[config.mk]
export PLATFORM = sky130hd
export DESIGN_NAME = sste_ctrl
export DESIGN_NICKNAME = d
export VERILOG_FILES = /design/src/rtl/sste_pkg.sv /design/src/rtl/sste_ctrl.sv
export VERILOG_INCLUDE_DIRS = /design/src /design/src/rtl
export SDC_FILE = /design/constraint.sdc
export NUM_CORES = 1
export LEC_CHECK = 0
export ABC_AREA = 1
export ABC_CLOCK_PERIOD_IN_PS = 1600
export BUFFER_PORTS_ARGS = -buffer_cell sky130_fd_sc_hd__buf_4
export CAP_MARGIN = 20
export CORE_MARGIN = 2
export CORE_UTILIZATION = 50
export CTS_BUF_LIST = sky130_fd_sc_hd__clkbuf_2
export CTS_CLUSTER_SIZE = 28
export DETAILED_ROUTE_END_ITERATION = 7
export PLACE_DENSITY = 0.9
export SYNTH_ARGS = -nofsm -noshare
export SYNTH_HDL_FRONTEND = slang
export SYNTH_SLANG_ARGS = --single-unit
export TNS_END_PERCENT = 10
[constraint.sdc]
create_clock -name clock -period 1.6 [get_ports clock]
set_input_delay 0 -clock clock [delete_from_list [all_inputs] [get_ports clock]]
set_output_delay 0 -clock clock [all_outputs]
set_load 0.02 [all_outputs]
[src/rtl/sorted_sparse_table_engine_top_macros.svh]
// Assertion macros shared by the sorted sparse table engine modules.
`ifndef SORTED_SPARSE_TABLE_ENGINE_TOP_MACROS_SVH
`define SORTED_SPARSE_TABLE_ENGINE_TOP_MACROS_SVH
`ifndef SYNTH
// Same-cycle implication.
`define SSTE_ASSERT_IMP(label, clk, rst, ante, cons) \
   label: assert property (@(posedge clk) disable iff (rst) (ante) |-> (cons)) \
      else $error("sste assertion failed");
// Next-cycle implication.
`define SSTE_ASSERT_NXT(label, clk, rst, ante, cons) \
   label: assert property (@(posedge clk) disable iff (rst) (ante) |=> (cons)) \
      else $error("sste assertion failed");
`else
`define SSTE_ASSERT_IMP(label, clk, rst, ante, cons)
`define SSTE_ASSERT_NXT(label, clk, rst, ante, cons)
`endif
`endif

[src/rtl/sste_pkg.sv]
// Shared types and constants of the sorted sparse table engine.
package sste_pkg;

   localparam int DEPTH_DEF     = 1024;
   localparam int KEY_WIDTH_DEF = 32;
   localparam int DATA_WIDTH    = 32;
   localparam int LEN_WIDTH     = 11;
   localparam int FUNC_WIDTH    = 4;
   localparam int STATUS_WIDTH  = 3;

   typedef enum logic [FUNC_WIDTH-1:0] {
      FN_GET           = 4'd0,
      FN_SET           = 4'd1,
      FN_SWAP          = 4'd2,
      FN_APPEND        = 4'd3,
      FN_FIND          = 4'd4,
      FN_INSERT        = 4'd5,
      FN_INSERT_UNIQUE = 4'd6,
      FN_REMOVE        = 4'd7,
      FN_FIRST         = 4'd8,
      FN_LAST          = 4'd9,
      FN_CLEAR         = 4'd10
   } func_type;

   typedef enum logic [STATUS_WIDTH-1:0] {
      ST_OK        = 3'd0,
      ST_EXISTS    = 3'd1,
      ST_INVALID   = 3'd2,
      ST_FULL      = 3'd3,
      ST_NOT_FOUND = 3'd4
   } status_type;

   typedef enum logic [2:0] {
      RA_OFF, RA_ZERO, RA_LAST, RA_MID, RA_STEP, RA_SH1, RA_SH2
   } raddr_sel_type;

   typedef enum logic [1:0] {WA_OFF, WA_COUNT, WA_SHIFT, WA_SLOT} waddr_sel_type;
   typedef enum logic [1:0] {WD_KEY, WD_ZERO, WD_RDATA} wdata_sel_type;
   typedef enum logic [2:0] {CN_HOLD, CN_INC, CN_DEC, CN_CLEAR, CN_OFF1} cnt_op_type;
   typedef enum logic {VL_HOLD, VL_RDATA} val_op_type;
   typedef enum logic [2:0] {PS_HOLD, PS_IDX, PS_COUNT, PS_HIT, PS_SLOT} pos_op_type;
   typedef enum logic [2:0] {
      SR_NONE, SR_INIT, SR_PROBE, SR_STEP, SR_LEFT, SR_RIGHT
   } srch_op_type;
   typedef enum logic [1:0] {SH_NONE, SH_UP, SH_DOWN, SH_ADV} sh_op_type;

   typedef struct packed {
      logic          load;
      logic          rd_en;
      raddr_sel_type raddr_sel;
      logic          wr_en;
      waddr_sel_type waddr_sel;
      wdata_sel_type wdata_sel;
      cnt_op_type    cnt_op;
      logic          st_we;
      status_type    st_code;
      val_op_type    val_op;
      pos_op_type    pos_op;
      srch_op_type   srch_op;
      sh_op_type     sh_op;
      logic          rsp_load;
   } cmd_type;

   typedef struct packed {
      logic [FUNC_WIDTH-1:0] func;
      logic below;
      logic inrange;
      logic off_ok;
      logic full;
      logic empty;
      logic rd_zero;
      logic key_zero;
      logic off_last;
      logic lr_lt;
      logic i_gt_left;
      logic key_eq;
      logic key_lt;
      logic key_le;
      logic sh_done;
      logic sh_next_done;
      logic fill_done;
   } flags_type;

endpackage

[src/rtl/sste_ctrl.sv]
// Controller: sequences each operation and drives the datapath commands.
`include "sorted_sparse_table_engine_top_macros.svh"
module sste_ctrl
   import sste_pkg::*;
(
   input  logic      clock,
   input  logic      reset,
   input  logic      req_valid,
   output logic      req_ready,
   output logic      rsp_valid,
   input  logic      rsp_ready,
   input  flags_type flags,
   output cmd_type   cmd
);

   typedef enum logic [11:0] {
      S_IDLE    = 12'b000000000001,
      S_DISP    = 12'b000000000010,
      S_RDWAIT  = 12'b000000000100,
      S_SETW    = 12'b000000001000,
      S_FILL    = 12'b000000010000,
      S_SRCH    = 12'b000000100000,
      S_SCMP    = 12'b000001000000,
      S_REMW    = 12'b000010000000,
      S_SHPRIME = 12'b000100000000,
      S_SHIFT   = 12'b001000000000,
      S_KEYWR   = 12'b010000000000,
      S_DONE    = 12'b100000000000
   } state_type;

   state_type state_ff, state_in;
   logic      rsp_valid_ff, rsp_valid_in;
   logic      is_ins;

   assign is_ins    = flags.func == FN_INSERT;
   assign req_ready = state_ff == S_IDLE;
   assign rsp_valid = rsp_valid_ff;

   always_comb begin
      cmd      = '0;
      state_in = state_ff;
      unique case (state_ff)
         S_IDLE: begin
            if (req_valid) begin
               cmd.load = 1'b1;
               state_in = S_DISP;
            end
         end
         S_DISP: begin
            state_in = S_DONE;
            unique case (flags.func)
               FN_GET: begin
                  if (flags.inrange) begin
                     cmd.rd_en = 1'b1;
                     cmd.raddr_sel = RA_OFF;
                     state_in = S_RDWAIT;
                  end else begin
                     cmd.st_we = 1'b1;
                     cmd.st_code = ST_INVALID;
                  end
               end
               FN_SET, FN_SWAP: begin
                  priority if (flags.below) begin
                     cmd.st_we = 1'b1;
                     cmd.st_code = ST_INVALID;
                  end else if (flags.inrange) begin
                     cmd.rd_en = 1'b1;
                     cmd.raddr_sel = RA_OFF;
                     state_in = S_SETW;
                  end else if (!flags.off_ok) begin
                     cmd.st_we = 1'b1;
                     cmd.st_code = ST_FULL;
                  end else begin
                     state_in = S_FILL;
                  end
               end
               FN_APPEND: begin
                  if (flags.full) begin
                     cmd.st_we = 1'b1;
                     cmd.st_code = ST_FULL;
                  end else begin
                     cmd.wr_en = 1'b1;
                     cmd.waddr_sel = WA_COUNT;
                     cmd.wdata_sel = WD_KEY;
                     cmd.pos_op = PS_COUNT;
                     cmd.cnt_op = CN_INC;
                  end
               end
               FN_FIND, FN_INSERT, FN_INSERT_UNIQUE: begin
                  if (flags.full && flags.func != FN_FIND) begin
                     cmd.st_we = 1'b1;
                     cmd.st_code = ST_FULL;
                  end else begin
                     cmd.srch_op = SR_INIT;
                     state_in = S_SRCH;
                  end
               end
               FN_REMOVE: begin
                  if (flags.inrange) begin
                     cmd.rd_en = 1'b1;
                     cmd.raddr_sel = RA_OFF;
                     state_in = S_REMW;
                  end else begin
                     cmd.st_we = 1'b1;
                     cmd.st_code = ST_INVALID;
                  end
               end
               FN_FIRST, FN_LAST: begin
                  if (flags.empty) begin
                     cmd.st_we = 1'b1;
                     cmd.st_code = ST_NOT_FOUND;
                  end else begin
                     cmd.rd_en = 1'b1;
                     cmd.raddr_sel = (flags.func == FN_FIRST) ? RA_ZERO : RA_LAST;
                     state_in = S_RDWAIT;
                  end
               end
               FN_CLEAR: cmd.cnt_op = CN_CLEAR;
               default: ;
            endcase
         end
         S_RDWAIT: begin
            cmd.val_op = VL_RDATA;
            state_in = S_DONE;
         end
         S_SETW: begin
            state_in = S_DONE;
            priority if (flags.rd_zero) begin
               cmd.wr_en = 1'b1;
               cmd.waddr_sel = WA_OFF;
               cmd.wdata_sel = WD_KEY;
            end else if (flags.func == FN_SET) begin
               cmd.st_we = 1'b1;
               cmd.st_code = ST_EXISTS;
               cmd.val_op = VL_RDATA;
               cmd.pos_op = PS_IDX;
            end else begin
               cmd.val_op = VL_RDATA;
               if (flags.key_zero && flags.off_last) begin
                  cmd.cnt_op = CN_DEC;
               end else begin
                  cmd.wr_en = 1'b1;
                  cmd.waddr_sel = WA_OFF;
                  cmd.wdata_sel = WD_KEY;
               end
            end
         end
         S_FILL: begin
            // pad the gap with empty slots, then place the key
            cmd.wr_en = 1'b1;
            if (flags.fill_done) begin
               cmd.waddr_sel = WA_OFF;
               cmd.wdata_sel = WD_KEY;
               cmd.cnt_op = CN_OFF1;
               state_in = S_DONE;
            end else begin
               cmd.waddr_sel = WA_COUNT;
               cmd.wdata_sel = WD_ZERO;
               cmd.cnt_op = CN_INC;
            end
         end
         S_SRCH: begin
            priority if (flags.lr_lt) begin
               cmd.srch_op = SR_PROBE;
               cmd.rd_en = 1'b1;
               cmd.raddr_sel = RA_MID;
               state_in = S_SCMP;
            end else if (flags.func == FN_FIND) begin
               cmd.st_we = 1'b1;
               cmd.st_code = ST_NOT_FOUND;
               state_in = S_DONE;
            end else begin
               cmd.sh_op = SH_UP;
               state_in = S_SHPRIME;
            end
         end
         S_SCMP: begin
            state_in = S_SRCH;
            priority if (flags.rd_zero && flags.i_gt_left) begin
               cmd.srch_op = SR_STEP;
               cmd.rd_en = 1'b1;
               cmd.raddr_sel = RA_STEP;
               state_in = S_SCMP;
            end else if (flags.rd_zero) begin
               cmd.srch_op = SR_LEFT;
            end else if (!is_ins && flags.key_eq) begin
               cmd.val_op = VL_RDATA;
               cmd.pos_op = PS_HIT;
               cmd.st_we = flags.func == FN_INSERT_UNIQUE;
               cmd.st_code = ST_EXISTS;
               state_in = S_DONE;
            end else if (is_ins ? flags.key_le : flags.key_lt) begin
               cmd.srch_op = SR_RIGHT;
            end else begin
               cmd.srch_op = SR_LEFT;
            end
         end
         S_REMW: begin
            cmd.val_op = VL_RDATA;
            cmd.cnt_op = CN_DEC;
            cmd.sh_op = SH_DOWN;
            state_in = S_SHPRIME;
         end
         S_SHPRIME: begin
            if (flags.sh_done) begin
               state_in = (flags.func == FN_REMOVE) ? S_DONE : S_KEYWR;
            end else begin
               cmd.rd_en = 1'b1;
               cmd.raddr_sel = RA_SH1;
               state_in = S_SHIFT;
            end
         end
         S_SHIFT: begin
            // move one entry per cycle while fetching the next
            cmd.wr_en = 1'b1;
            cmd.waddr_sel = WA_SHIFT;
            cmd.wdata_sel = WD_RDATA;
            cmd.sh_op = SH_ADV;
            if (flags.sh_next_done) begin
               state_in = (flags.func == FN_REMOVE) ? S_DONE : S_KEYWR;
            end else begin
               cmd.rd_en = 1'b1;
               cmd.raddr_sel = RA_SH2;
            end
         end
         S_KEYWR: begin
            cmd.wr_en = 1'b1;
            cmd.waddr_sel = WA_SLOT;
            cmd.wdata_sel = WD_KEY;
            cmd.cnt_op = CN_INC;
            cmd.pos_op = PS_SLOT;
            state_in = S_DONE;
         end
         S_DONE: begin
            if (!rsp_valid_ff || rsp_ready) begin
               cmd.rsp_load = 1'b1;
               state_in = S_IDLE;
            end
         end
         default: state_in = S_IDLE;
      endcase
   end

   always_comb begin
      rsp_valid_in = rsp_valid_ff && !rsp_ready;
      if (cmd.rsp_load) begin
         rsp_valid_in = 1'b1;
      end
   end

   always_ff @(posedge clock) begin
      if (reset) begin
         state_ff     <= S_IDLE;
         rsp_valid_ff <= 1'b0;
      end else begin
         state_ff     <= state_in;
         rsp_valid_ff <= rsp_valid_in;
      end
   end

   `SSTE_ASSERT_NXT(a_accept_dispatch, clock, reset, req_valid && req_ready, state_ff == S_DISP)
   `SSTE_ASSERT_NXT(a_load_shows, clock, reset, cmd.rsp_load, rsp_valid_ff)

endmodule

==> out/qor.csv <==
metric;value;unit
result of the run;finished, violations left;
failing checks;negative setup slack;
Hold Crit Class;input port to flop;
Synth Area in Adders;0;
Setup crit start kind;flop;
global-route wire length before repair;7490;um
# clock sinks;13;
largest net degree at the start of global routing;13;
footprint of the multi-input gates;1000;um^2
Post-synth EDFFs;0;
synth unique cells;30;
setup ws final;-281;ps
post-synthesis sequential area ratio;0.187;
Port Buf Inserts;52;
Final setup viols;21;
ant diodes;0;
grt ovf;0;
post-synthesis xor/xnor area fraction;0;
DP HPWL;3350;um
multiplexer share of the synthesized area;0.00807;
cell accounting for the most synthesized area;dfxtp_1;
critical path class;flop to output pin;
worst path arrival time;1880;ps
hold wc startpoint;flags[14];
pins over their slew limit;0;
post-route antenna net violation count;0;
hold_ws;10.9;ps
drt first pass iters;5;
largest family of logic cells by synthesized area;simple AND/OR/NAND/NOR gates;
Ys Warns;0;
depth of the CTS H-tree;1;
placed insts;324;
Starting Density;0.515;
vias per inst;5.56;
fill cell count;192;
mapped cell area;1400;um^2
worst hold path depth;3;
Area Growth Syn to Fin;47.8;%
skew final;18.4;ps
worst vdd ir;0.738;mV
worst path cell trace;nor2_4, nand2_4, nor2_4, nand2_1, nor2_2, nand3_1, nand2_1, o21bai_1, buf_4;
simple-gate portion of the synthesized area;0.535;
Most used DFF post-synth;dfxtp_1;
DIE WIDTH;56.8;um
Pwr Total;1.04;mW
Worst setup EP type;output pin;
total wire length;4780;um
Overall Global Routing Usage;0.287;
clk slew on worst S/H paths;160;ps
leak pwr;1.17;nW
Initial DRC Count;116;
routed len/inst;14.0;um
fin crit share;1.18;
Max-Cap Viols;0;
ys async rst share;0;
number of CTS-inserted buffers;3;
crit-path max cell delay;370;ps
FF-to-FF Start;state_ff[8];
CP max-delay cell;dfxtp_2;
vias in the first global route;1714;
max_slew headroom;0.707;
Worst Path Max Fanout;4;
gpl congestion;0.910;
cell with the most instances after synthesis;nand2_1;
Post-Syn Nets;264;
Die ar.;3230;um^2
via count of the routed design;1895;
Core Box Area;2710;um^2
Area contributors post-synth;dfxtp_1 19%, nand2_1 16%, inv_1 13%;
unrepaired setup endpoints after global routing;true;
Syn Area/Cell;5.81;um^2
worst-case reg-to-reg path depth;9;
measured slew at the worst slew-check pin;435;ps
R2R setup slack;-30;ps
fin util;0.761;
cell row count;19;
max frequency;0.532;GHz
Worst Hold End;state_ff[3];
min Tclk post-route;1880;ps
Mapped Cells;240;
Synth Area in Compound Gates;0.119;
clk_lat worst skew;300;ps
clk buf depth;2;
root buf cell;clkbuf_2;
Register Area;274;um^2
post-route insts no fill;341;
Commonest cells post-synth;60 x nand2_1, 49 x inv_1, 28 x nor2_1;
Final nets;335;
Ports;53;
worst reg2reg path endpoint;state_ff[0];
initial antenna violation count;0;
Yosys top cell area share;0.187;
TritonCTS clock tree;built;
Req. time, crit path;1600;ps
number of synthesized register bits;13;
final hold vios;0;
DRC;0;
PD cells;504;nW/um^2
die height;56.8;um
share of cells above drive strength 1;0.406;
[what timing repair did]
action | 4_1_cts | 5_1_grt
pin swaps | 9 | 6
setup buffers | 7 | 4
hold buffers | 2 | 0
setup endpoints to repair | 19 | 25
gates resized for setup | 28 | 7
hold endpoints to repair | 5 | 0
[flip-flops by register name, summed over array words and instances, names as in the netlist]
register   flops
rsp_valid      1
state_ff      12
[placed cells by master (no fill, tap or decap), drive strengths merged]
cell,n
dlygate4sd3,2
buf,65
nand2,69
a31oi,1
dfxtp,13
mux2,1
nand3b,2
o21ai,6
o21bai,2
o31ai,1
nor3,7
nand4,8
clkbuf,4
nor4,1
nand3,18
o311ai,1
nor2,38
inv,55
a21oi,9
o211ai,2
nor3b,1
o2111ai,4
[kinds of logic after synthesis]
kind of cell | Yosys count
AOI/OAI and AO/OA | 26
and+or+nand+nor | 144
DFF | 13
muxes | 1
buffers and inverters | 56
[stage by stage]
stage | TNS (ps) | worst slack [ps] | cell area, um^2
global placement | 0 | 43.8 | 1840
detailed placement | -0.193 | -0.193 | 1840
CTS | -1330 | -171 | 2010
finish | -2750 | -281 | 2060
global route | -4290 | -305 | 2060
floorplan | 0 | 120 | 1400
[worst max-delay path, delay by kind of cell (launching register included)]
family	cells	cell delay, ps
AO/OA/AOI/OAI	1	110
flip-flops	1	370
buffers and inverters	1	150
AND/OR/NAND/NOR	7	950
[cell type report]
cell class / instances / area share
clock buffer: 4 / 0.00971
sequential: 13 / 0.133
inverter: 55 / 0.101
tap: 31 / 0.0188
timing repair buffer: 67 / 0.252
multi-input combinational: 171 / 0.485
[where the power goes]
group | switching [mW] | internal [mW] | total, mW
registers | 0.0201 | 0.344 | 0.364
clock network | 0.127 | 0.0662 | 0.193
logic | 0.281 | 0.201 | 0.482
[per-layer routing]
metal	wire [um]	track usage
met5	0	0
met4	92	0.0664
met3	368	0.0461
met2	2340	0.492
met1	1970	0.376
[how the worst max path moves through the flow]
stage | from | endpoint | slack (ps)
floorplan | state_ff[6] | cmd[13] | 120
global placement | state_ff[8] | cmd[23] | 40
detailed placement | state_ff[8] | cmd[13] | -0.2
CTS | state_ff[9] | cmd[10] | -170
global route | state_ff[8] | cmd[10] | -310
finish | state_ff[8] | cmd[10] | -280
Power figures use the tool's default switching activity.
